## config.mk

```make
export PLATFORM = sky130hd
export DESIGN_NAME = idm_pre
export DESIGN_NICKNAME = d
export VERILOG_FILES = /design/src/hw/rtl/idm_pkg.sv /design/src/hw/rtl/idm_pre.sv
export SDC_FILE = /design/constraint.sdc
export NUM_CORES = 1
export LEC_CHECK = 0
export ABC_CLOCK_PERIOD_IN_PS = 2900
export BUFFER_PORTS_ARGS = -buffer_cell sky130_fd_sc_hd__buf_2
export CAP_MARGIN = 5
export CORE_MARGIN = 4
export CORE_UTILIZATION = 30
export DETAILED_ROUTE_END_ITERATION = 12
export PLACE_DENSITY_LB_ADDON = 0.15
export REMOVE_ABC_BUFFERS = 1
export SLEW_MARGIN = 20
export SYNTH_ARGS = -nofsm -noshare
export SYNTH_HDL_FRONTEND = slang
export SYNTH_SLANG_ARGS = --single-unit
```

## constraint.sdc

```tcl
create_clock -name aclk -period 2.9 [get_ports aclk]
set_input_delay 0.58 -clock aclk [delete_from_list [all_inputs] [get_ports aclk]]
set_output_delay 0.58 -clock aclk [all_outputs]
set_load 0.01 [all_outputs]
```

## src/hw/rtl/idm_pkg.sv

```systemverilog
`timescale 1ns / 1ps
package idm_pkg;

    localparam int WIDTH = 32;
    localparam int HALF  = 16;

    typedef enum logic [2:0] {
        OP_DIV32S = 3'd0,
        OP_DIV32U = 3'd1,
        OP_DIV16S = 3'd2,
        OP_MOD32S = 3'd3,
        OP_MOD32U = 3'd4,
        OP_MOD16S = 3'd5
    } idm_op_t;

    // Control that rides alongside each request through the pipeline
    typedef struct packed {
        logic neg_q;     // quotient needs negation
        logic neg_r;     // remainder needs negation
        logic want_rem;  // return remainder instead of quotient
        logic is16;      // sign-extend low half of the result
        logic zero;      // divisor was zero
        logic legal;     // operation code is defined
    } idm_ctrl_t;

    function automatic logic [WIDTH-1:0] sext_half(input logic [WIDTH-1:0] x);
        return {{(WIDTH - HALF){x[HALF-1]}}, x[HALF-1:0]};
    endfunction

endpackage

```

## src/hw/rtl/idm_pre.sv

```systemverilog
`timescale 1ns / 1ps
module idm_pre (
    input  logic                           aclk,
    input  logic                           aresetn,
    input  logic                           advance,
    input  logic                           in_valid,
    input  logic [2:0]                     in_operation,
    input  logic [idm_pkg::WIDTH-1:0]      in_dividend,
    input  logic [idm_pkg::WIDTH-1:0]      in_divisor,
    output logic                           out_valid,
    output idm_pkg::idm_ctrl_t             out_ctrl,
    output logic [idm_pkg::WIDTH-1:0]      out_mag_a,
    output logic [idm_pkg::WIDTH-1:0]      out_mag_b
);

    logic                      valid_reg;
    idm_pkg::idm_ctrl_t        ctrl_reg, ctrl_next;
    logic [idm_pkg::WIDTH-1:0] mag_a_reg, mag_a_next;
    logic [idm_pkg::WIDTH-1:0] mag_b_reg, mag_b_next;

    logic [idm_pkg::WIDTH-1:0] a_eff, b_eff;
    logic                      signed_op, narrow_a, narrow_b, is_mod;
    logic                      na, nb;

    // Decode the operation
    always_comb begin
        signed_op = 1'b0;
        narrow_a  = 1'b0;
        narrow_b  = 1'b0;
        is_mod    = 1'b0;
        ctrl_next = '0;
        unique case (in_operation)
            idm_pkg::OP_DIV32S: begin
                signed_op = 1'b1;
                ctrl_next.legal = 1'b1;
            end
            idm_pkg::OP_DIV32U: begin
                ctrl_next.legal = 1'b1;
            end
            idm_pkg::OP_DIV16S: begin
                signed_op = 1'b1;
                narrow_b  = 1'b1;
                ctrl_next.is16  = 1'b1;
                ctrl_next.legal = 1'b1;
            end
            idm_pkg::OP_MOD32S: begin
                signed_op = 1'b1;
                is_mod    = 1'b1;
                ctrl_next.legal = 1'b1;
            end
            idm_pkg::OP_MOD32U: begin
                is_mod    = 1'b1;
                ctrl_next.legal = 1'b1;
            end
            idm_pkg::OP_MOD16S: begin
                signed_op = 1'b1;
                narrow_a  = 1'b1;
                narrow_b  = 1'b1;
                is_mod    = 1'b1;
                ctrl_next.is16  = 1'b1;
                ctrl_next.legal = 1'b1;
            end
            default: begin
                ctrl_next.legal = 1'b0;
            end
        endcase

        // Form effective operands and their magnitudes
        a_eff = narrow_a ? idm_pkg::sext_half(in_dividend) : in_dividend;
        b_eff = narrow_b ? idm_pkg::sext_half(in_divisor) : in_divisor;
        na    = signed_op & a_eff[idm_pkg::WIDTH-1];
        nb    = signed_op & b_eff[idm_pkg::WIDTH-1];
        mag_a_next = na ? (~a_eff + 1'b1) : a_eff;
        mag_b_next = nb ? (~b_eff + 1'b1) : b_eff;

        ctrl_next.neg_q    = na ^ nb;
        ctrl_next.neg_r    = na;
        ctrl_next.want_rem = is_mod;
        ctrl_next.zero     = ctrl_next.legal && (b_eff == '0);
    end

    // Hold control valid under reset
    always_ff @(posedge aclk) begin
        if (!aresetn) begin
            valid_reg <= 1'b0;
        end else if (advance) begin
            valid_reg <= in_valid;
        end
    end

    // Advance payload
    always_ff @(posedge aclk) begin
        if (advance) begin
            ctrl_reg  <= ctrl_next;
            mag_a_reg <= mag_a_next;
            mag_b_reg <= mag_b_next;
        end
    end

    assign out_valid = valid_reg;
    assign out_ctrl  = ctrl_reg;
    assign out_mag_a = mag_a_reg;
    assign out_mag_b = mag_b_reg;

endmodule

```

==> impl_metrics.ini <==
[outcome]
status = completed

[job]
drv_cap = 0

[global_routing]
grt_pass1_vias = 3679
grt_start_max_net_pins = 46
met1_usage_pct = 19.5
globalRouteTotalUtil_pct = 15.1
met2_usage_pct = 24.2
grt_overflow = 0
antenna_found_initial = 0
use_met3_pct = 3.33
grt_pass1_wl_mm = 19.4
grt-busiest-layer = met2

[worst_setup_path]
path_buf_inv = 2
crit_path_max_fanout = 14
max_stage_delay_ns = 0.40
cp-start-kind = input port
critPathKind = in2reg
cp-startpoint = in_operation[1]
crit_family = simple AND/OR/NAND/NOR gates
timing.rr.start = out_valid
worst_path_max_delay_cell = nor4b_2
worstPathRequired_ns = 2.99
endpoint_kind = flop
crit_arrival_ns = 2.37
path_common_cell = nor4b_2
crit_chain = buf_2, and3b_1, buf_4, nor4b_2, nor4b_2, a2111o_1, nand3_1

[sta]
finalSetupViolCount = 0
finalCriticalPeriod_ns = 2.28
fin_worst_skew_ns = 0
tns_ns = 0
hold_viol_final = 0
finalCritPeriodShare_pct = 78.6
tightest_slew_ns = 0.625
drv_slew = 0
max_freq_ghz = 0.439
maxSlewHeadroom_pct = 58.3
rsz0062_at_grt = false

[cts]
clockBufferDepth = 2
root_buffer = clkbuf_16
clock_latency_ns = 0.34
cts.htree.levels = 3
cts_sinks = 71
cts.clk_slew.worst_paths_ns = 0.06
ctsHoldBuffers = 0
cts-resized-gates = 0
cts_tree = built
cts_made_buffers = 9
post_cts_buffers = 0

[placed_design]
dp_hpwl_mm = 9.03
place_area_um2 = 5240
gp_congestion = 0.836
port_buffers = 141

[route]
drtPass1Iterations = 4
post_drt_via_cell_ratio = 5.02
drc = 0
via_count = 3623
dr.first_iter.drc_count = 233
drt-total-wl_mm = 12.2
detail_route.wl_per_cell_um = 16.9
drtAntennaViolNets = 0

[logic_synthesis]
synth_cells = 391
synth_area_um2 = 4340
yosys_warnings = 0
synth_seq_cells = 71
yosysSeqAreaShare_pct = 48.9
syn_avg_cell_area_um2 = 11.1
synth-edff-count = 70
synthDistinctLibCells = 72
synthFlopType = edfxtp_1
async_reset_ff_share_pct = 0

[floorplan]
die_x_um = 128
core_um2 = 14000
start_util_pct = 30.9
io_pins = 142
die_y_um = 128
num_rows = 43
die-area_um2 = 16400

[cells_and_area]
nets = 609
fin_area_um2 = 5550
layout-drive-gt1-share_pct = 37.5
syn2layout_area_growth_pct = 27.9
antenna_cells = 0

[worst_hold_path]
hold_start = aresetn
hp-class = in2reg

[power]
vdd_drop_max_uv = 232
power_density_nw_per_um2 = 553
p_leak_nw = 2.20
-- layer usage --
metal,vias up,routed length [um]
met4,0,255
li1,1775,-
met3,20,760
met5,-,0
met1,1709,5340
met2,119,5840
-- final timing paths --
| path | endpoint | slack, ns | cells past startpoint |
|---|---|---|---|
| worst max register to register | out_valid | 2.32 | 2 |
| worst max-delay path | out_mag_a[29] | 0.62 | 7 |
| worst min-delay path | out_valid | 0.45 | 2 |
| worst min register to register | out_valid | 0.51 | 2 |
-- metrics by stage --
step	util, %	std cells	setup WS [ns]	total power [mW]	hold WS (ns)
global route	39.5	721	0.479	3.22	0.460
finish	39.5	721	0.621	3.07	0.450
global placement	37.3	705	0.462	1.94	0.490
CTS	39.5	721	0.650	3.11	0.434
detailed placement	37.3	705	0.369	1.95	0.500
floorplan	-	374	0.702	1.65	0.538
-- flip-flops by register name (all words and copies together), names as in the netlist --
register	flops
out_mag_b	32
out_mag_a	32
out_valid	1
out_ctrl	6
-- synth_stat cells, types with 8 or more instances --
cell type	instances	area, um2
nand2_1	16	60.1
inv_1	9	33.8
nor2_1	43	161
buf_2	9	45.0
o21ai_0	10	50.1
or3_1	11	68.8
xor2_1	24	210
xnor2_1	19	166
nor3_1	13	65.1
nor4_1	8	50.1
edfxtp_1	70	2100
nand3_1	9	45.0
a21oi_1	30	150
-- power breakdown --
group | internal [mW] | total, mW | switching [mW]
clock | 0.711 | 1.15 | 0.437
combinational | 0.247 | 0.608 | 0.361
sequential | 1.28 | 1.31 | 0.0282
-- kinds of logic after synthesis --
kind of cell,after synthesis,share of synthesized area [%]
AND/OR/NAND/NOR,153,22.0
AO/OA/AOI/OAI,85,14.0
flip-flops,71,48.9
XOR/XNOR,44,9.32
buffers and inverters,29,3.58
multiplexers,7,1.64
adder cells (fa/ha/maj),2,0.577
-- placed cells by master, fill, tap and decap left out, types with 6 or more instances in the layout --
cell type,n
xnor2_1,19
xor2_1,24
edfxtp_1,70
clkbuf_16,9
nand2_1,16
or3_1,11
o21ai_0,10
inv_1,9
a41oi_1,6
nor3_1,13
buf_2,140
nor2_1,43
buf_4,11
nor3_2,6
a21oi_1,30
a31oi_1,7
nor4_1,8
nand3_1,9
nor2b_1,6
mux2i_1,6
-- worst register-to-register path, stage by stage, from the launching register on --
cell and delay, ns:
dfxtp_1 0.30, mux2i_1 0.12, nor2b_1 0.06
-- layout make-up --
class / count / area (um2)
clock buffer: 11 / 253
timing repair buffer: 151 / 783
clock inverter: 5 / 56.3
tap: 180 / 225
multi-input combinational: 291 / 2060
fill: 1389 / 8500
sequential: 71 / 2120
inverter: 12 / 46.3
Note: power is estimated with default switching activity, not from simulation.
