### config.mk
export PLATFORM = sky130hd
export DESIGN_NAME = idm_step
export DESIGN_NICKNAME = d
export VERILOG_FILES = /design/src/hw/rtl/idm_pkg.sv /design/src/hw/rtl/idm_step.sv
export SDC_FILE = /design/constraint.sdc
export NUM_CORES = 1
export LEC_CHECK = 0
export CAP_MARGIN = 15
export CORE_MARGIN = 2
export CORE_UTILIZATION = 45
export CTS_CLUSTER_DIAMETER = 40
export DETAILED_ROUTE_END_ITERATION = 8
export DONT_BUFFER_PORTS = 1
export GPL_TIMING_DRIVEN = 0
export PLACE_DENSITY_LB_ADDON = 0.15
export SLEW_MARGIN = 20
export SYNTH_ARGS = -nofsm -noshare
export SYNTH_HDL_FRONTEND = slang
export SYNTH_SLANG_ARGS = --single-unit
### constraint.sdc
create_clock -name aclk -period 3.7 [get_ports aclk]
set_clock_uncertainty 0.2 [all_clocks]
set_input_delay 0.74 -clock aclk [delete_from_list [all_inputs] [get_ports aclk]]
set_output_delay 0.74 -clock aclk [all_outputs]
set_load 0.01 [all_outputs]
### src/hw/rtl/idm_pkg.sv
`timescale 1ns / 1ps
package idm_pkg;

    localparam int WIDTH = 32;
    localparam int HALF  = 16;

    typedef enum logic [2:0] {
        OP_DIV32S = 3'd0,
        OP_DIV32U = 3'd1,
        OP_DIV16S = 3'd2,
        OP_MOD32S = 3'd3,
        OP_MOD32U = 3'd4,
        OP_MOD16S = 3'd5
    } idm_op_t;

    // Control that rides alongside each request through the pipeline
    typedef struct packed {
        logic neg_q;     // quotient needs negation
        logic neg_r;     // remainder needs negation
        logic want_rem;  // return remainder instead of quotient
        logic is16;      // sign-extend low half of the result
        logic zero;      // divisor was zero
        logic legal;     // operation code is defined
    } idm_ctrl_t;

    function automatic logic [WIDTH-1:0] sext_half(input logic [WIDTH-1:0] x);
        return {{(WIDTH - HALF){x[HALF-1]}}, x[HALF-1:0]};
    endfunction

endpackage

### src/hw/rtl/idm_step.sv
`timescale 1ns / 1ps
module idm_step (
    input  logic                      aclk,
    input  logic                      aresetn,
    input  logic                      advance,
    input  logic                      in_valid,
    input  idm_pkg::idm_ctrl_t        in_ctrl,
    input  logic [idm_pkg::WIDTH-1:0] in_rem,
    input  logic [idm_pkg::WIDTH-1:0] in_quo,
    input  logic [idm_pkg::WIDTH-1:0] in_div,
    output logic                      out_valid,
    output idm_pkg::idm_ctrl_t        out_ctrl,
    output logic [idm_pkg::WIDTH-1:0] out_rem,
    output logic [idm_pkg::WIDTH-1:0] out_quo,
    output logic [idm_pkg::WIDTH-1:0] out_div
);

    logic                      valid_reg;
    idm_pkg::idm_ctrl_t        ctrl_reg;
    logic [idm_pkg::WIDTH-1:0] rem_reg, rem_next;
    logic [idm_pkg::WIDTH-1:0] quo_reg, quo_next;
    logic [idm_pkg::WIDTH-1:0] div_reg;

    logic [idm_pkg::WIDTH:0]   shifted;
    logic [idm_pkg::WIDTH:0]   trial;
    logic                      fits;

    // One restoring step: shift in the next dividend bit, try to subtract
    always_comb begin
        shifted  = {in_rem, in_quo[idm_pkg::WIDTH-1]};
        trial    = shifted - {1'b0, in_div};
        fits     = !trial[idm_pkg::WIDTH];
        rem_next = fits ? trial[idm_pkg::WIDTH-1:0] : shifted[idm_pkg::WIDTH-1:0];
        quo_next = {in_quo[idm_pkg::WIDTH-2:0], fits};
    end

    always_ff @(posedge aclk) begin
        if (!aresetn) begin
            valid_reg <= 1'b0;
        end else if (advance) begin
            valid_reg <= in_valid;
        end
    end

    always_ff @(posedge aclk) begin
        if (advance) begin
            ctrl_reg <= in_ctrl;
            rem_reg  <= rem_next;
            quo_reg  <= quo_next;
            div_reg  <= in_div;
        end
    end

    assign out_valid = valid_reg;
    assign out_ctrl  = ctrl_reg;
    assign out_rem   = rem_reg;
    assign out_quo   = quo_reg;
    assign out_div   = div_reg;

endmodule

==> metrics.log <==
INFO  metric ys_top_cells_by_area = sky130_fd_sc_hd__edfxtp_1, sky130_fd_sc_hd__ha_1, sky130_fd_sc_hd__mux2_4
INFO  metric synthesis.instances = roughly 450
INFO  metric grt_overflow_total = 0
INFO  metric htree_levels = 3
INFO  metric route.detailed.wl_per_inst = 19.6 um
INFO  metric finalHoldViolations = 0
INFO  metric finalPower = between 2 and 3 mW
INFO  metric gp_congestion = slightly above 0.8
INFO  metric ctsHoldBuffers = 0
INFO  metric syn2layout_area_growth = 9.24%
INFO  metric start_kind = input port
INFO  metric critical_path.max_stage_delay = between 400 and 500 ps
INFO  metric core = roughly 0.012 mm^2
INFO  metric critical_path.endpoint_type = register
INFO  metric hold_class = input port to register
INFO  metric tritoncts = built
INFO  metric rsz0062_at_grt = no
INFO  metric drive_above_1_share = 12.6%
INFO  metric vias_per_cell = approximately 5.4
INFO  metric timing_worst_setup_path_type = input port to register
INFO  metric grt_antenna_before_repair = 0
INFO  metric hold_crit_depth = 0
INFO  metric design.final.nets = roughly 600
INFO  metric post_synth_num_cell_types = 50
INFO  metric ys_seq_area_share = a little under three fifths
INFO  metric finalWirelength = approximately 12000 um
INFO  metric place_hpwl = between 9000 and 10000 um
INFO  metric hold_path_end = out_div[28]$_DFFE_PP_
INFO  metric critical_path.max_fanout = 10
INFO  metric timing.fmax = around 280 MHz
INFO  metric cp.arrival = ~3400 ps
INFO  metric grt_use_total = 18.1%
INFO  metric dieWidth = 115 um
INFO  metric die_area = around 0.013 mm^2
INFO  metric clk_path_buf_depth = 2
INFO  metric synth_most_common_cell = sky130_fd_sc_hd__edfxtp_1
INFO  metric finalWorstPathRequiredPeriod = ~3500 ps
INFO  metric synth.yosys.warnings = 0
INFO  metric grt_pass1_vias = about 3300
INFO  metric outcome = completed
INFO  metric number_of_clock_buffers_inserted_by_tritoncts = 9
INFO  metric postSynthNetCount = just under 600
INFO  metric grt_pass1_wl = 18000 um
INFO  metric end_of_the_worst_register_to_register_path = out_valid$_SDFFE_PN0P_
INFO  metric timing.critical_path.max_delay_family = compound AO/OA/AOI/OAI gates
INFO  metric dr.pass1.iters = 4
INFO  metric fraction_of_synthesized_cell_area_taken_by_the_top_area_cell_type = ~55%
INFO  metric synth-edff-count = between 100 and 150
INFO  metric cp_cell_sequence = inv_1 -> ha_1 -> fa_1 -> nand2b_1 -> a21oi_2 -> o211ai_1 -> a21oi_1 -> o31a_2 -> mux2i_1 -> nor2_4 -> buf_6 -> mux2_4
INFO  metric drc_errors = 0
INFO  metric final-max-slew-violation-count = 0
INFO  metric via_count = between 3000 and 4000
INFO  metric timing.max_slew.rel_slack = just under 60%
INFO  metric finalSetupViolations = 0
INFO  metric synth.ff_latch_count = about 100
INFO  metric power_leakage = between 2 and 2.5 nW
INFO  metric ports = between 200 and 250
INFO  metric r2r.worst_path.cells = 2
INFO  metric hold_path.startpoint = in_div[28]
INFO  metric power.density_cell_area = slightly below 500 mW/mm^2
INFO  metric irDropWorstVdd = about 0.19 mV
INFO  metric worst-r2r-setup-slack = roughly 2900 ps
INFO  metric critical_path.n_buffers_inverters = 2
INFO  metric synth.largest_area_cell = sky130_fd_sc_hd__edfxtp_1
INFO  metric synth_area = around 0.0056 mm^2
INFO  metric clock_tree.root_cell = sky130_fd_sc_hd__clkbuf_16
INFO  metric drtAntennaViolNets = 0
INFO  metric worst_skew_pair.late_latency = 340 ps
INFO  metric die_height = roughly 120 um
INFO  metric tritoncts_num_sinks = approximately 100
INFO  metric drt_iter0_drc = roughly 210
INFO  metric clk_transition_reported_paths = 70 ps
INFO  metric utilization = ~51%
INFO  metric yosys-top-cells-count = sky130_fd_sc_hd__edfxtp_1, sky130_fd_sc_hd__a21oi_1, sky130_fd_sc_hd__inv_1, sky130_fd_sc_hd__ha_1, sky130_fd_sc_hd__nand2_1
INFO  metric async_flop_share = 0%
INFO  metric synthesis.area_per_instance = between 10 and 15 um^2
INFO  metric grt_max_degree = between 100 and 150
INFO  metric std_cell_rows = 40
INFO  metric worst_path_max_delay_cell = sky130_fd_sc_hd__fa_1
INFO  metric start_util = about 46%
INFO  metric diodes = 0
INFO  metric ys.flop_type = sky130_fd_sc_hd__edfxtp_1
INFO  metric crit_required = 3600 ps
INFO  metric fin_crit_sh = a little over nine tenths
INFO  metric numPortBuffers = 0
INFO  metric cap_violations = 0
INFO  metric tightestPinTransition = approximately 630 ps
INFO  metric r2r-start = out_valid$_SDFFE_PN0P_
INFO  metric holdWs = approximately 280 ps
## sequential cells by signal, summed over array words and instances, names as in the netlist
name	cells
out_div	32
out_quo	32
out_valid	1
out_ctrl	6
out_rem	32
## layout make-up
type / instances / area [um^2]
Clock inverter: 6 / 53.8
Inverter: 38 / 143
Tap cell: 168 / 210
Sequential cell: 103 / 3080
Fill cell: 1076 / 5950
Multi-Input combinational cell: 297 / 2300
Buffer: 11 / 73.8
Timing Repair Buffer: 2 / 15.0
Clock buffer: 10 / 229
## per-stage QoR
step	cells	area, um^2	setup TNS [ps]	setup WS [ps]
after global routing	635	6110	0	71.6
after floorplan	449	5590	0	226
after detailed placement	617	5800	-13550	-485
after CTS	633	6090	0	13.3
after global placement	617	5800	-12670	-473
final	635	6110	0	175
## how the worst max path moves through the flow
stage                    start                    end  slack (ps)  cells after the start
global placement    in_quo[31]  out_rem[28]$_DFFE_PP_        -470                     12
detailed placement  in_quo[31]  out_rem[29]$_DFFE_PP_        -480                     12
finish              in_quo[31]  out_rem[30]$_DFFE_PP_         170                     12
CTS                 in_quo[31]  out_rem[30]$_DFFE_PP_          10                     12
floorplan           in_quo[31]  out_rem[10]$_DFFE_PP_         230                     12
global route        in_quo[31]  out_rem[30]$_DFFE_PP_          70                     12
## layer usage
| metal | wire [um] | vias to the layer above | track usage, % |
|---|---|---|---|
| li1 | - | 1696 | - |
| met1 | 5500 | 1603 | 23.4 |
| met2 | 5910 | 149 | 29.2 |
| met3 | 920 | 9 | 6.01 |
| met4 | 138 | 0 | 5.06 |
| met5 | 0 | - | 0 |
## logic make-up after synthesis
family,Yosys count,share of synthesized area [%]
AO/OA/AOI/OAI,107,12.2
adder cells (fa/ha/maj),33,7.52
buffers and inverters,49,3.87
XOR/XNOR,23,3.60
flip-flops,103,55.1
multiplexers,34,8.39
AND/OR/NAND/NOR,100,9.26
## cell usage in the layout (no fill, tap or decap), types with 8 or more instances in the layout
master,count
sky130_fd_sc_hd__edfxtp_1,102
sky130_fd_sc_hd__inv_1,38
sky130_fd_sc_hd__a21oi_1,37
sky130_fd_sc_hd__ha_1,32
sky130_fd_sc_hd__nand2_1,27
sky130_fd_sc_hd__mux2_4,25
sky130_fd_sc_hd__nor2_1,18
sky130_fd_sc_hd__a21o_1,18
sky130_fd_sc_hd__o21ai_0,17
sky130_fd_sc_hd__xnor2_1,13
sky130_fd_sc_hd__nand3_1,10
sky130_fd_sc_hd__xor2_1,10
sky130_fd_sc_hd__clkbuf_16,9
sky130_fd_sc_hd__nand2b_1,8
## power by group
group / internal (mW) / switching [mW] / leakage (nW)
sequential: 1.44 / 0.110 / 1.01
clock: 0.467 / 0.436 / 0.135
combinational: 0.265 / 0.274 / 1.33
## repair_timing
item | CTS | global route
pin swaps | 0 | 1
endpoints found under the hold margin | 0 | 0
resized for setup | 1 | 1
setup buffers | 0 | 2
cloned | 0 | 0
setup endpoints to repair | 26 | 26
(Power assumes the default switching activity.)
