[src/hw/rtl/idm_pkg.sv]
`timescale 1ns / 1ps
package idm_pkg;

    localparam int WIDTH = 32;
    localparam int HALF  = 16;

    typedef enum logic [2:0] {
        OP_DIV32S = 3'd0,
        OP_DIV32U = 3'd1,
        OP_DIV16S = 3'd2,
        OP_MOD32S = 3'd3,
        OP_MOD32U = 3'd4,
        OP_MOD16S = 3'd5
    } idm_op_t;

    // Control that rides alongside each request through the pipeline
    typedef struct packed {
        logic neg_q;     // quotient needs negation
        logic neg_r;     // remainder needs negation
        logic want_rem;  // return remainder instead of quotient
        logic is16;      // sign-extend low half of the result
        logic zero;      // divisor was zero
        logic legal;     // operation code is defined
    } idm_ctrl_t;

    function automatic logic [WIDTH-1:0] sext_half(input logic [WIDTH-1:0] x);
        return {{(WIDTH - HALF){x[HALF-1]}}, x[HALF-1:0]};
    endfunction

endpackage

[src/hw/rtl/idm_post.sv]
`timescale 1ns / 1ps
module idm_post (
    input  logic                      aclk,
    input  logic                      aresetn,
    input  logic                      advance,
    input  logic                      in_valid,
    input  idm_pkg::idm_ctrl_t        in_ctrl,
    input  logic [idm_pkg::WIDTH-1:0] in_rem,
    input  logic [idm_pkg::WIDTH-1:0] in_quo,
    output logic                      out_valid,
    output logic [idm_pkg::WIDTH-1:0] out_result,
    output logic                      out_zero
);

    logic                      valid_reg;
    logic [idm_pkg::WIDTH-1:0] result_reg, result_next;
    logic                      zero_reg;

    logic [idm_pkg::WIDTH-1:0] mag;
    logic                      neg;
    logic [idm_pkg::WIDTH-1:0] signed_val;

    // Pick quotient or remainder, restore sign, narrow when needed; zero for a bad code or zero divisor
    always_comb begin
        mag        = in_ctrl.want_rem ? in_rem : in_quo;
        neg        = in_ctrl.want_rem ? in_ctrl.neg_r : in_ctrl.neg_q;
        signed_val = neg ? (~mag + 1'b1) : mag;
        if (!in_ctrl.legal || in_ctrl.zero) begin
            result_next = '0;
        end else if (in_ctrl.is16) begin
            result_next = idm_pkg::sext_half(signed_val);
        end else begin
            result_next = signed_val;
        end
    end

    always_ff @(posedge aclk) begin
        if (!aresetn) begin
            valid_reg <= 1'b0;
        end else if (advance) begin
            valid_reg <= in_valid;
        end
    end

    always_ff @(posedge aclk) begin
        if (advance) begin
            result_reg <= result_next;
            zero_reg   <= in_ctrl.zero;
        end
    end

    assign out_valid  = valid_reg;
    assign out_result = result_reg;
    assign out_zero   = zero_reg;

endmodule

[config.mk]
export PLATFORM = sky130hd
export DESIGN_NAME = idm_post
export DESIGN_NICKNAME = d
export VERILOG_FILES = /design/src/hw/rtl/idm_pkg.sv /design/src/hw/rtl/idm_post.sv
export SDC_FILE = /design/constraint.sdc
export NUM_CORES = 1
export LEC_CHECK = 0
export ABC_CLOCK_PERIOD_IN_PS = 3330
export BUFFER_PORTS_ARGS = -buffer_cell sky130_fd_sc_hd__buf_2
export CAP_MARGIN = 5
export CORE_AREA = 8 8 87 89
export CTS_BUF_LIST = sky130_fd_sc_hd__clkbuf_4
export DETAILED_ROUTE_END_ITERATION = 8
export DIE_AREA = 0 0 95 97
export PLACE_DENSITY = 0.77
export SETUP_SLACK_MARGIN = 0.4
export SYNTH_ARGS = -nofsm -noshare
export SYNTH_HDL_FRONTEND = slang
export SYNTH_SLANG_ARGS = --single-unit
[constraint.sdc]
create_clock -name aclk -period 3.33 [get_ports aclk]
set_input_delay 0 -clock aclk [delete_from_list [all_inputs] [get_ports aclk]]
set_output_delay 0 -clock aclk [all_outputs]
set_load 0.05 [all_outputs]
==> results.md, run 1 <==
- Run status: completed
- Clock Pin Slew Worst Setup and Hold Paths: 110 ps
- N_diodes: 0
- Most frequent cells in the layout: 107 x buf_2, 33 x edfxtp_1, 32 x mux2i_1
- Fmax: 405 MHz
- Layout Nets: 458
- Drt pass-1 iters: 7
- Period utilisation layout: 0.742
- Port Buffers: 107
- Layout cells sized above 1: 0.365
- Pleak: 1.50 nW
- Die area: 0.00922 mm2
- Largest family of logic cells by synthesized area: simple AND/OR/NAND/NOR gates
- Sinks on Clock Net: 34
- Total number of vias: 2580
- Final setup violation count: 0
- Area delta synth->final: 24.5%
- Vias in the first global route: 2707
- Slew @ Worst Pin: 778 ps
- Post-DP HPWL: 6240 um
- Switching part of the total: 0.381
- Post-Synth Simple-Gate Area: 0.212
- Post-Synth Adder-Cell Area: 0.00452
- Critical Path Fanout Max: 44
- Leading area contributor after synthesis: edfxtp_1
- Worst Clk Skew: 0 ps
- RSZ-0062 raised after global routing: false
- Critical path's top delay family: simple AND/OR/NAND/NOR gates
- Max_cap viols: 0
- First-pass GRT wire length: 12400 um
- Fillers: 600
- Internal power: 0.738 mW
- Relative slew slack: 0.481
- Syn Inst Count: 279
- Final critical-path required period: 2470 ps
- Peak VDD IR: 199 uV
- Final GP Congestion: 0.864
- Antenna violations before repair: 0
- Net Count, Synth: 354
- Cell Rows: 29
- Number of distinct library cells after synthesis: 54
- Cts repair resizes: 0
- GRT Residual Overflow: 0
- DRT iter0 DRCs: 182
- Fin. max-slew vios: 0
- Sequential power share: 0.435
- Worst skew pair latency: 340 ps
- Crit-path cells: buf_2, buf_4, or3b_1, a222oi_1, a31oi_1, xnor2_1, nand4b_2, o21ai_1
- Largest net degree at the start of global routing: 45
- P_sw: 0.455 mW
- Root Buffer: clkbuf_4
- Multiplexer share of the synthesized area: 0.128
- Clock network power share: 0.190
- Gate power share: 0.375
- Die Y: 97 um
- Register area share after synthesis: 0.365
- Post-synth EDFFs: 33
- Worst hold-check path type: primary input to flop
- Horiz. Die Dim: 95 um
- Final Hold Fails: 0
- Core region area: 0.00620 mm2
- Synth top area cells: edfxtp_1 36%, mux2i_1 12%, xor2_1 6.3%
- Async SR Flop Fraction: 0
- P per Cell Area: 347 mW/mm2
- CP endpoint kind: flop
- Post-synthesis cell area: 0.00277 mm2
- Placed Cells: 450
- Xor/xnor share of the synthesized area: 0.0950
- Clk buf depth: 2
- Non-Filler Instances: 461
- Top_reg_cell synth: edfxtp_1
- # DRC: 0
- Ports: 108
- Post-synth top area share: 0.358
- Drt via density: 5.60
- Syn Area/Cell: 9.92 um2
- Crit Path Class: primary input to flop
- Arrival time worst endpoint: 2650 ps
- All-Layer GR Usage: 0.165
- Routed Antenna Nets: 0
- Post-synthesis compound-gate area fraction: 0.161
- Routed WL: 7710 um
- Required time of the critical path: 3510 ps
- Critical Path Slowest Stage Cell: buf_4
- CP max stage delay: 470 ps
- Yosys reg bits: 34
- Most common cell after layout, fill and taps aside: buf_2
- CTS tree: done
- Bufs and invs on worst path: 2
- Routed wire per std cell: 16.7 um
- Worst setup SP type: primary input
- Number of H-tree levels: 2
- Final setup TNS: 0 ps
- Initial Utilization: 0.446
- Total number of yosys warnings: 0
- Num CTS Buffers: 5
cell families after synthesis:
family	count (synthesis)
multiplexers	35
buffers and inverters	16
AO/OA/AOI/OAI	62
XOR/XNOR	30
adder cells (fa/ha/maj)	1
AND/OR/NAND/NOR	101
flip-flops	34
through the flow:
stage | utilization | setup WS [ps] | total power [mW] | hold slack (ps) | area (um2)
after floorplan | - | 502 | 0.844 | 98.9 | 2820
after global placement | 0.541 | 567 | 0.969 | 211 | 3360
after detailed placement | 0.541 | 512 | 0.975 | 229 | 3360
after CTS | 0.555 | 862 | 1.20 | 81.1 | 3440
after global routing | 0.555 | 604 | 1.26 | 89.5 | 3440
final | 0.555 | 859 | 1.19 | 89.5 | 3440
Yosys cell counts (4+ instances only):
cell,instances
or3b_1,5
clkbuf_1,5
a31oi_1,8
or3_1,9
nor4_1,4
a41oi_1,5
buf_2,6
mux2i_1,33
edfxtp_1,33
xnor2_1,10
a21oi_1,10
nor2_1,26
nor3_1,7
o21ai_2,10
xor2_1,20
or4_1,4
a21o_1,4
o21ai_1,5
nand2_1,15
nand2b_1,6
power groups by stage:
| stage | registers [mW] | clock network (mW) | logic (mW) |
|---|---|---|---|
| 5_1_grt | 0.523 | 0.251 | 0.483 |
| 3_5_place_dp | 0.529 | 0 | 0.446 |
| 6_report | 0.519 | 0.227 | 0.448 |
| 2_1_floorplan | 0.660 | 0 | 0.184 |
| 3_3_place_gp | 0.528 | 0 | 0.442 |
| 4_1_cts | 0.519 | 0.231 | 0.450 |
flip-flops by register name (all words and copies together) (netlist names):
signal	flops
out_zero	1
out_result	32
out_valid	1
worst min-delay path, stage by stage:
cell and delay, ps:
buf_2 130, nand2_1 80, a21oi_1 60
layer usage:
metal / global-route usage / share of wire / up-vias
met2: 0.279 / 0.50 / 86
met3: 0.0479 / 0.076 / 12
met1: 0.194 / 0.41 / 1201
met4: 0.0481 / 0.015 / 0
li1: - / - / 1281
met5: 0 / 0 / -
cell type report:
cell class / instances / area, um2 / area share
Multi-Input combinational cell: 229 / 1690 / 0.492
Sequential cell: 34 / 1010 / 0.294
Timing Repair Buffer: 113 / 588 / 0.171
Tap cell: 77 / 96.3 / 0.0280
Clock buffer: 5 / 37.5 / 0.0109
Clock inverter: 3 / 16.3 / 0.00472
worst paths after layout:
check / to / from / slack (ps) / depth (start not counted)
worst max-delay path: out_result[19] / in_ctrl[3] / 860 / 8
worst min-delay path: out_result[24] / in_ctrl[2] / 90 / 3
worst max register to register: out_valid / out_valid / 2180 / 3
worst min register to register: out_valid / out_valid / 1070 / 3
what timing repair did:
| action | in CTS | in global routing |
|---|---|---|
| buffers inserted | 0 | 0 |
| hold buffers | 3 | 0 |
| endpoints found under the hold margin | 2 | 0 |
| setup endpoints to repair | 0 | 0 |
Power figures use the tool's default switching activity.
==> run 2: changes to the inputs <==
--- a/config.mk
+++ b/config.mk
@@ -5,7 +5,7 @@
 export SDC_FILE = /design/constraint.sdc
 export NUM_CORES = 1
 export LEC_CHECK = 0
-export ABC_CLOCK_PERIOD_IN_PS = 3330
+export ABC_CLOCK_PERIOD_IN_PS = 2100
 export BUFFER_PORTS_ARGS = -buffer_cell sky130_fd_sc_hd__buf_2
 export CAP_MARGIN = 5
 export CORE_AREA = 8 8 87 89
==> constraint.sdc (replaced) <==
create_clock -name aclk -period 2.1 [get_ports aclk]
set_input_delay 0 -clock aclk [delete_from_list [all_inputs] [get_ports aclk]]
set_output_delay 0 -clock aclk [all_outputs]
set_load 0.05 [all_outputs]
==> run 2 against run 1 <==
Effect of this change:
- sequential power up 58%
- flip-flop and latch count is the same
- sequential share of layout area is 3.8 points lower
- combinational power grew 83%
- total power grew 66%
- die area did not move
- final area increased by 15%
- wire length rose by 12%
- register-to-register slack worse by 1200 ps
- critical path depth up 1
- global-route usage rose by 1.5 points
- first-iteration DRC count up 6.0%
- critical path type unchanged
- critical endpoint is now out_result[30]
- highest routed layer unchanged
==> results.md, run 2 (same netlist as run 1, synthesis figures left out) <==
- P per Cell Area: 501 mW/mm2 (was 347 mW/mm2)
- CTS tree: done (unchanged)
- Horiz. Die Dim: 95 um (unchanged)
- Die area: 0.00922 mm2 (unchanged)
- Antenna violations before repair: 0 (unchanged)
- Met1 WL: 3750 um (was 3170 um)
- Post-DP HPWL: 6830 um (was 6240 um)
- Required time of the critical path: 2160 ps (was 3510 ps)
- Routed Antenna Nets: 0 (unchanged)
- Clock Pin Slew Worst Setup and Hold Paths: 90 ps (was 110 ps)
- HP Start: in_ctrl[2] (unchanged)
- Uppermost routed layer: met4 (unchanged)
- Bufs and invs on worst path: 1 (was 2)
- RR Startpoint: out_valid (unchanged)
- All-Layer GR Usage: 0.180 (was 0.165)
- N_diodes: 0 (unchanged)
- Clk buf depth: 2 (unchanged)
- Area delta synth->final: 43.1% (was 24.5%)
- Final Power: 1.98 mW (was 1.19 mW)
- Run status: completed (unchanged)
- Routed WL: 8640 um (was 7710 um)
- Initial Utilization: 0.446 (unchanged)
- Drt via density: 5.57 (was 5.60)
- Cell Rows: 29 (unchanged)
- Number of H-tree levels: 2 (unchanged)
- Die Y: 97 um (unchanged)
- Relative slew slack: 0.512 (was 0.481)
- Largest net degree at the start of global routing: 36 (was 45)
- RSZ-0062 raised after global routing: true (was false)
- Post-route cell area: 0.00396 mm2 (was 0.00344 mm2)
- Layout Nets: 496 (was 458)
- CP max stage delay: 470 ps (about the same)
- Fillers: 519 (was 600)
- Met3 Wirelength: 667 um (was 590 um)
- Ports: 108 (unchanged)
- Crit Path Class: primary input to flop (unchanged)
- Critical path's top delay family: simple AND/OR/NAND/NOR gates (unchanged)
- Vias in the first global route: 2861 (was 2707)
- Placed Area: 0.00361 mm2 (was 0.00336 mm2)
- # DRC: 0 (unchanged)
- Root Buffer: clkbuf_4 (unchanged)
- CP endpoint kind: flop (unchanged)
- Critical Path Fanout Max: 5 (was 44)
- Final setup violation count: 0 (unchanged)
- Final GP Congestion: 0.894 (was 0.864)
- Most frequent cells in the layout: 105 x buf_2, 33 x edfxtp_1, 33 x buf_4 (was 107 x buf_2, 33 x edfxtp_1, 32 x mux2i_1)
- Critical Path Slowest Stage Cell: or4b_4 (was buf_4)
- Final critical-path required period: 1810 ps
- Num CTS Buffers: 5 (unchanged)
- Core region area: 0.00620 mm2 (unchanged)
- GRT Residual Overflow: 0 (unchanged)
- Slew @ Worst Pin: 732 ps (was 778 ps)
- Total number of vias: 2778 (was 2580)
- Layout cells sized above 1: 0.476 (was 0.365)
- Hold WS: 150 ps (was 89.5 ps)
- Max reg flops: 32 (unchanged)
- Worst Clk Skew: 0 ps (unchanged)
- Worst skew pair latency: 310 ps (was 340 ps)
- DRT iter0 DRCs: 193 (was 182)
- Met2 Routed Length: 4150 um (was 3830 um)
- Max_cap viols: 0 (unchanged)
- Port Buffers: 107 (unchanged)
- Critical path origin: in_ctrl[3] (unchanged)
- Crit-path cells: buf_12, mux2i_4, ha_2, or4b_4, o22ai_4, and3_4, a41oi_2, xor2_1, o21ai_2 (was buf_2, buf_4, or3b_1, a222oi_1, a31oi_1, xnor2_1, nand4b_2, o21ai_1)
- Routed wire per std cell: 17.3 um (was 16.7 um)
- Worst hold-check path type: primary input to flop (unchanged)
- Drt pass-1 iters: 4 (was 7)
- Sinks on Clock Net: 34 (unchanged)
- First-pass GRT wire length: 13700 um (was 12400 um)
- Final Hold Fails: 0 (unchanged)
- Period utilisation layout: 0.863
- Fmax: 552 MHz
- Worst setup SP type: primary input (unchanged)
- Peak VDD IR: 316 uV (was 199 uV)
- Most common cell after layout, fill and taps aside: buf_2 (unchanged)
- Pleak: 1.75 nW (was 1.50 nW)
- Fin. max-slew vios: 0 (unchanged)
- Arrival time worst endpoint: 1870 ps (was 2650 ps)
-- run 2: cell count changes in the layout (fill, tap and decap cells not counted), sizes merged --
cell / before / now
clkbuf: 5 / 6
buf: 110 / 148
clkinvlp: 1 / 0
-- run 2: worst reg2reg max path: cells and delay by family (launching register included) --
kind,cells,cell delay [ps]
buffers and inverters,1,550
multiplexers,1,120
AND/OR/NAND/NOR,1,60
flip-flops,1,320
-- run 2: path summary, 6_finish.rpt --
check,endpoint,slack (ps),depth (start not counted)
worst min register to register,out_valid,1060,3
worst max-delay path,out_result[30],290,9
worst min-delay path,out_result[24],150,3
worst max register to register,out_valid,960,3
-- run 2: timing repair --
item	in CTS	in global routing
cloned	1	0
endpoints found under the hold margin	2	0
pin swaps	16	14
setup buffers	6	0
endpoints found under the setup margin	21	20
gates resized for setup	26	12
hold buffers	3	0
-- run 2: cell type report --
type                    instances  area, um2  share of cell area
multi-input cells             229       1850               0.469
repair buffers                151        941               0.238
clock inverters                 2       10.0             0.00253
clock buffers                   6       45.0              0.0114
well taps                      77       96.3              0.0243
flip-flops and latches         34       1010               0.255
-- run 2: report_power, final --
| part | total, mW | switching [mW] | leakage [nW] | internal (mW) |
|---|---|---|---|---|
| clock network | 0.340 | 0.200 | 0.0354 | 0.140 |
| registers | 0.822 | 0.0122 | 0.324 | 0.810 |
| logic | 0.821 | 0.520 | 1.39 | 0.301 |
-- run 2: per-layer routing --
| layer | vias to the layer above | GRT usage |
|---|---|---|
| li1 | 1353 | - |
| met1 | 1313 | 0.234 |
| met2 | 106 | 0.294 |
| met3 | 6 | 0.0348 |
| met4 | 0 | 0.0457 |
| met5 | - | 0 |
-- run 2: per-stage QoR --
| stage | instances | utilization | setup WS (ps) | setup TNS (ps) |
|---|---|---|---|---|
| 5_1_grt | 499 | 0.638 | 193 | 0 |
| 4_1_cts | 499 | 0.627 | 325 | 0 |
| 6_report | 499 | 0.638 | 287 | 0 |
| 3_5_place_dp | 481 | 0.581 | -189 | -2640 |
| 2_1_floorplan | 279 | - | -650 | -5910 |
| 3_3_place_gp | 481 | 0.581 | -176 | -2400 |
==> run 3: changes to the inputs <==
--- a/config.mk
+++ b/config.mk
@@ -8,10 +8,10 @@
 export ABC_CLOCK_PERIOD_IN_PS = 2100
 export BUFFER_PORTS_ARGS = -buffer_cell sky130_fd_sc_hd__buf_2
 export CAP_MARGIN = 5
-export CORE_AREA = 8 8 87 89
+export CORE_AREA = 2 2 81 83
 export CTS_BUF_LIST = sky130_fd_sc_hd__clkbuf_4
 export DETAILED_ROUTE_END_ITERATION = 8
-export DIE_AREA = 0 0 95 97
+export DIE_AREA = 0 0 83 85
 export PLACE_DENSITY = 0.77
 export SETUP_SLACK_MARGIN = 0.4
 export SYNTH_ARGS = -nofsm -noshare
==> run 3 against run 2 <==
Effect of this change:
- critical path depth unchanged
- sequential power about the same
- register-to-register slack about the same
- critical path type unchanged
==> results.md, run 3 (same netlist as run 1, synthesis figures left out) <==
- Crit Path Class: primary input to flop (unchanged)
- Total number of vias: 2857 (was 2778)
- Final setup violation count: 0 (unchanged)
- Cell Rows: 29 (unchanged)
- Slew @ Worst Pin: 738 ps (was 732 ps)
- Non-Filler Instances: 501 (was 499)
- Final Hold Fails: 0 (unchanged)
- Routed Antenna Nets: 0 (unchanged)
- Final Worst Setup Slack: 293 ps (was 287 ps)
- Most common cell after layout, fill and taps aside: buf_2 (unchanged)
- Worst hold-check path type: primary input to flop (unchanged)
- Layout cells sized above 1: 0.498 (was 0.476)
- Largest net degree at the start of global routing: 35 (was 36)
- Antenna violations before repair: 0 (unchanged)
- Post-route cell area: 0.00413 mm2 (was 0.00396 mm2)
- Final GP Congestion: 0.947 (was 0.894)
- Area delta synth->final: 49.3% (was 43.1%)
- Num CTS Buffers: 5 (unchanged)
- RSZ-0062 raised after global routing: true (unchanged)
- CTS tree: done (unchanged)
- Placed Cells: 481 (unchanged)
- Drt via density: 5.70 (was 5.57)
- Sinks on Clock Net: 34 (unchanged)
- Run status: completed (unchanged)
- Worst skew pair latency: 330 ps (was 310 ps)
- Horiz. Die Dim: 83 um (was 95 um)
- Die Y: 85 um (was 97 um)
- Clock Pin Slew Worst Setup and Hold Paths: 100 ps (was 90 ps)
- Layout Nets: 498 (was 496)
- Util after Layout: 0.666 (was 0.638)
- Most frequent cells in the layout: 104 x buf_2, 33 x edfxtp_1, 32 x buf_4 (was 105 x buf_2, 33 x edfxtp_1, 33 x buf_4)
- Ports: 108 (unchanged)
- Final Power: 2.04 mW (was 1.98 mW)
- Hold Crit Depth: 3 (unchanged)
- Fin. max-slew vios: 0 (unchanged)
- Worst Clk Skew: 0 ps (unchanged)
- Placed Area: 0.00362 mm2 (was 0.00361 mm2)
- Pre-CTS setup slack: -400 ps (was -189 ps)
- Worst setup SP type: primary input (unchanged)
- Vias in the first global route: 2601 (was 2861)
- Critical Path Fanout Max: 4 (was 5)
- Relative slew slack: 0.508 (was 0.512)
- First-pass GRT wire length: 12800 um (was 13700 um)
- Number of H-tree levels: 2 (unchanged)
- Reg2Reg Depth: 3 (unchanged)
- Post-DP HPWL: 6280 um (was 6830 um)
- CP endpoint kind: flop (unchanged)
- Routed WL: 8350 um (was 8640 um)
- All-Layer GR Usage: 0.223 (was 0.180)
- Die area: 0.00706 mm2 (was 0.00922 mm2)
- Max_cap viols: 0 (unchanged)
- Arrival time worst endpoint: 1890 ps (was 1870 ps)
- GRT Residual Overflow: 0 (unchanged)
- Final critical-path required period: 1810 ps (about the same)
- Root Buffer: clkbuf_4 (unchanged)
- P per Cell Area: 494 mW/mm2 (was 501 mW/mm2)
- Initial Utilization: 0.446 (unchanged)
- Period utilisation layout: 0.860 (was 0.863)
- Core region area: 0.00620 mm2 (unchanged)
- Routed wire per std cell: 16.7 um (was 17.3 um)
- N_diodes: 0 (unchanged)
- Peak VDD IR: 411 uV (was 316 uV)
- Max reg flops: 32 (unchanged)
- Clk buf depth: 2 (unchanged)
- Port Buffers: 107 (unchanged)
- # DRC: 0 (unchanged)
- Drt pass-1 iters: 4 (unchanged)
- Fmax: 553 MHz (was 552 MHz)
- Pleak: 1.81 nW (was 1.75 nW)
- Required time of the critical path: 2180 ps (was 2160 ps)
- DRT iter0 DRCs: 204 (was 193)
run 3: changes by cell type in the layout (fill, tap and decap cells not counted), sizes merged:
cell / change
buf: -1
clkbuf: +3
run 3: what timing repair did:
action                                 in CTS  in global routing
hold buffers                                3                  0
setup endpoints to repair                  21                 19
endpoints found under the hold margin       2                  0
gates cloned                                2                  3
buffers inserted                            2                  2
pin swaps                                  20                 23
gates resized for setup                    25                 30
run 3: cell type report:
class                           count  area [um2]
Fill cell                         463        2070
Multi-Input combinational cell    229        1920
Timing Repair Buffer              153        1050
Sequential cell                    34        1010
Tap cell                           77        96.3
Clock buffer                        6        45.0
Clock inverter                      2        8.76
run 3: power breakdown:
group	leakage, nW	switching [mW]	internal (mW)	total, mW
sequential	0.324	0.0139	0.810	0.824
clock	0.0331	0.209	0.139	0.348
combinational	1.45	0.535	0.335	0.870
run 3: per-stage QoR:
step / hold slack, ps / setup TNS (ps)
global route: 133 / 0
floorplan: 98.9 / -5910
detailed placement: 211 / -4920
CTS: 92.4 / 0
finish: 143 / 0
global placement: 210 / -4280
run 3: critical path, stage by stage:
cell and delay [ps]:
clkbuf_16 120, mux2i_4 220, ha_2 230, or4b_4 490, o22ai_4 210, and3_4 240
a41oi_2 120, xor2_2 180, o21ai_2 70
run 3: layer usage:
metal | GRT usage | vias to the layer above | share of wire
met5 | 0 | - | 0
met4 | 0.0686 | 0 | 0.014
met3 | 0.0224 | 10 | 0.067
met2 | 0.351 | 142 | 0.47
met1 | 0.326 | 1342 | 0.45
li1 | - | 1363 | -
run 3: final timing paths:
kind                    endpoint  slack, ps        from
hold reg to reg        out_valid       1060   out_valid
setup / recovery  out_result[30]        290  in_ctrl[3]
setup reg to reg       out_valid        960   out_valid
hold / removal    out_result[24]        140  in_ctrl[2]
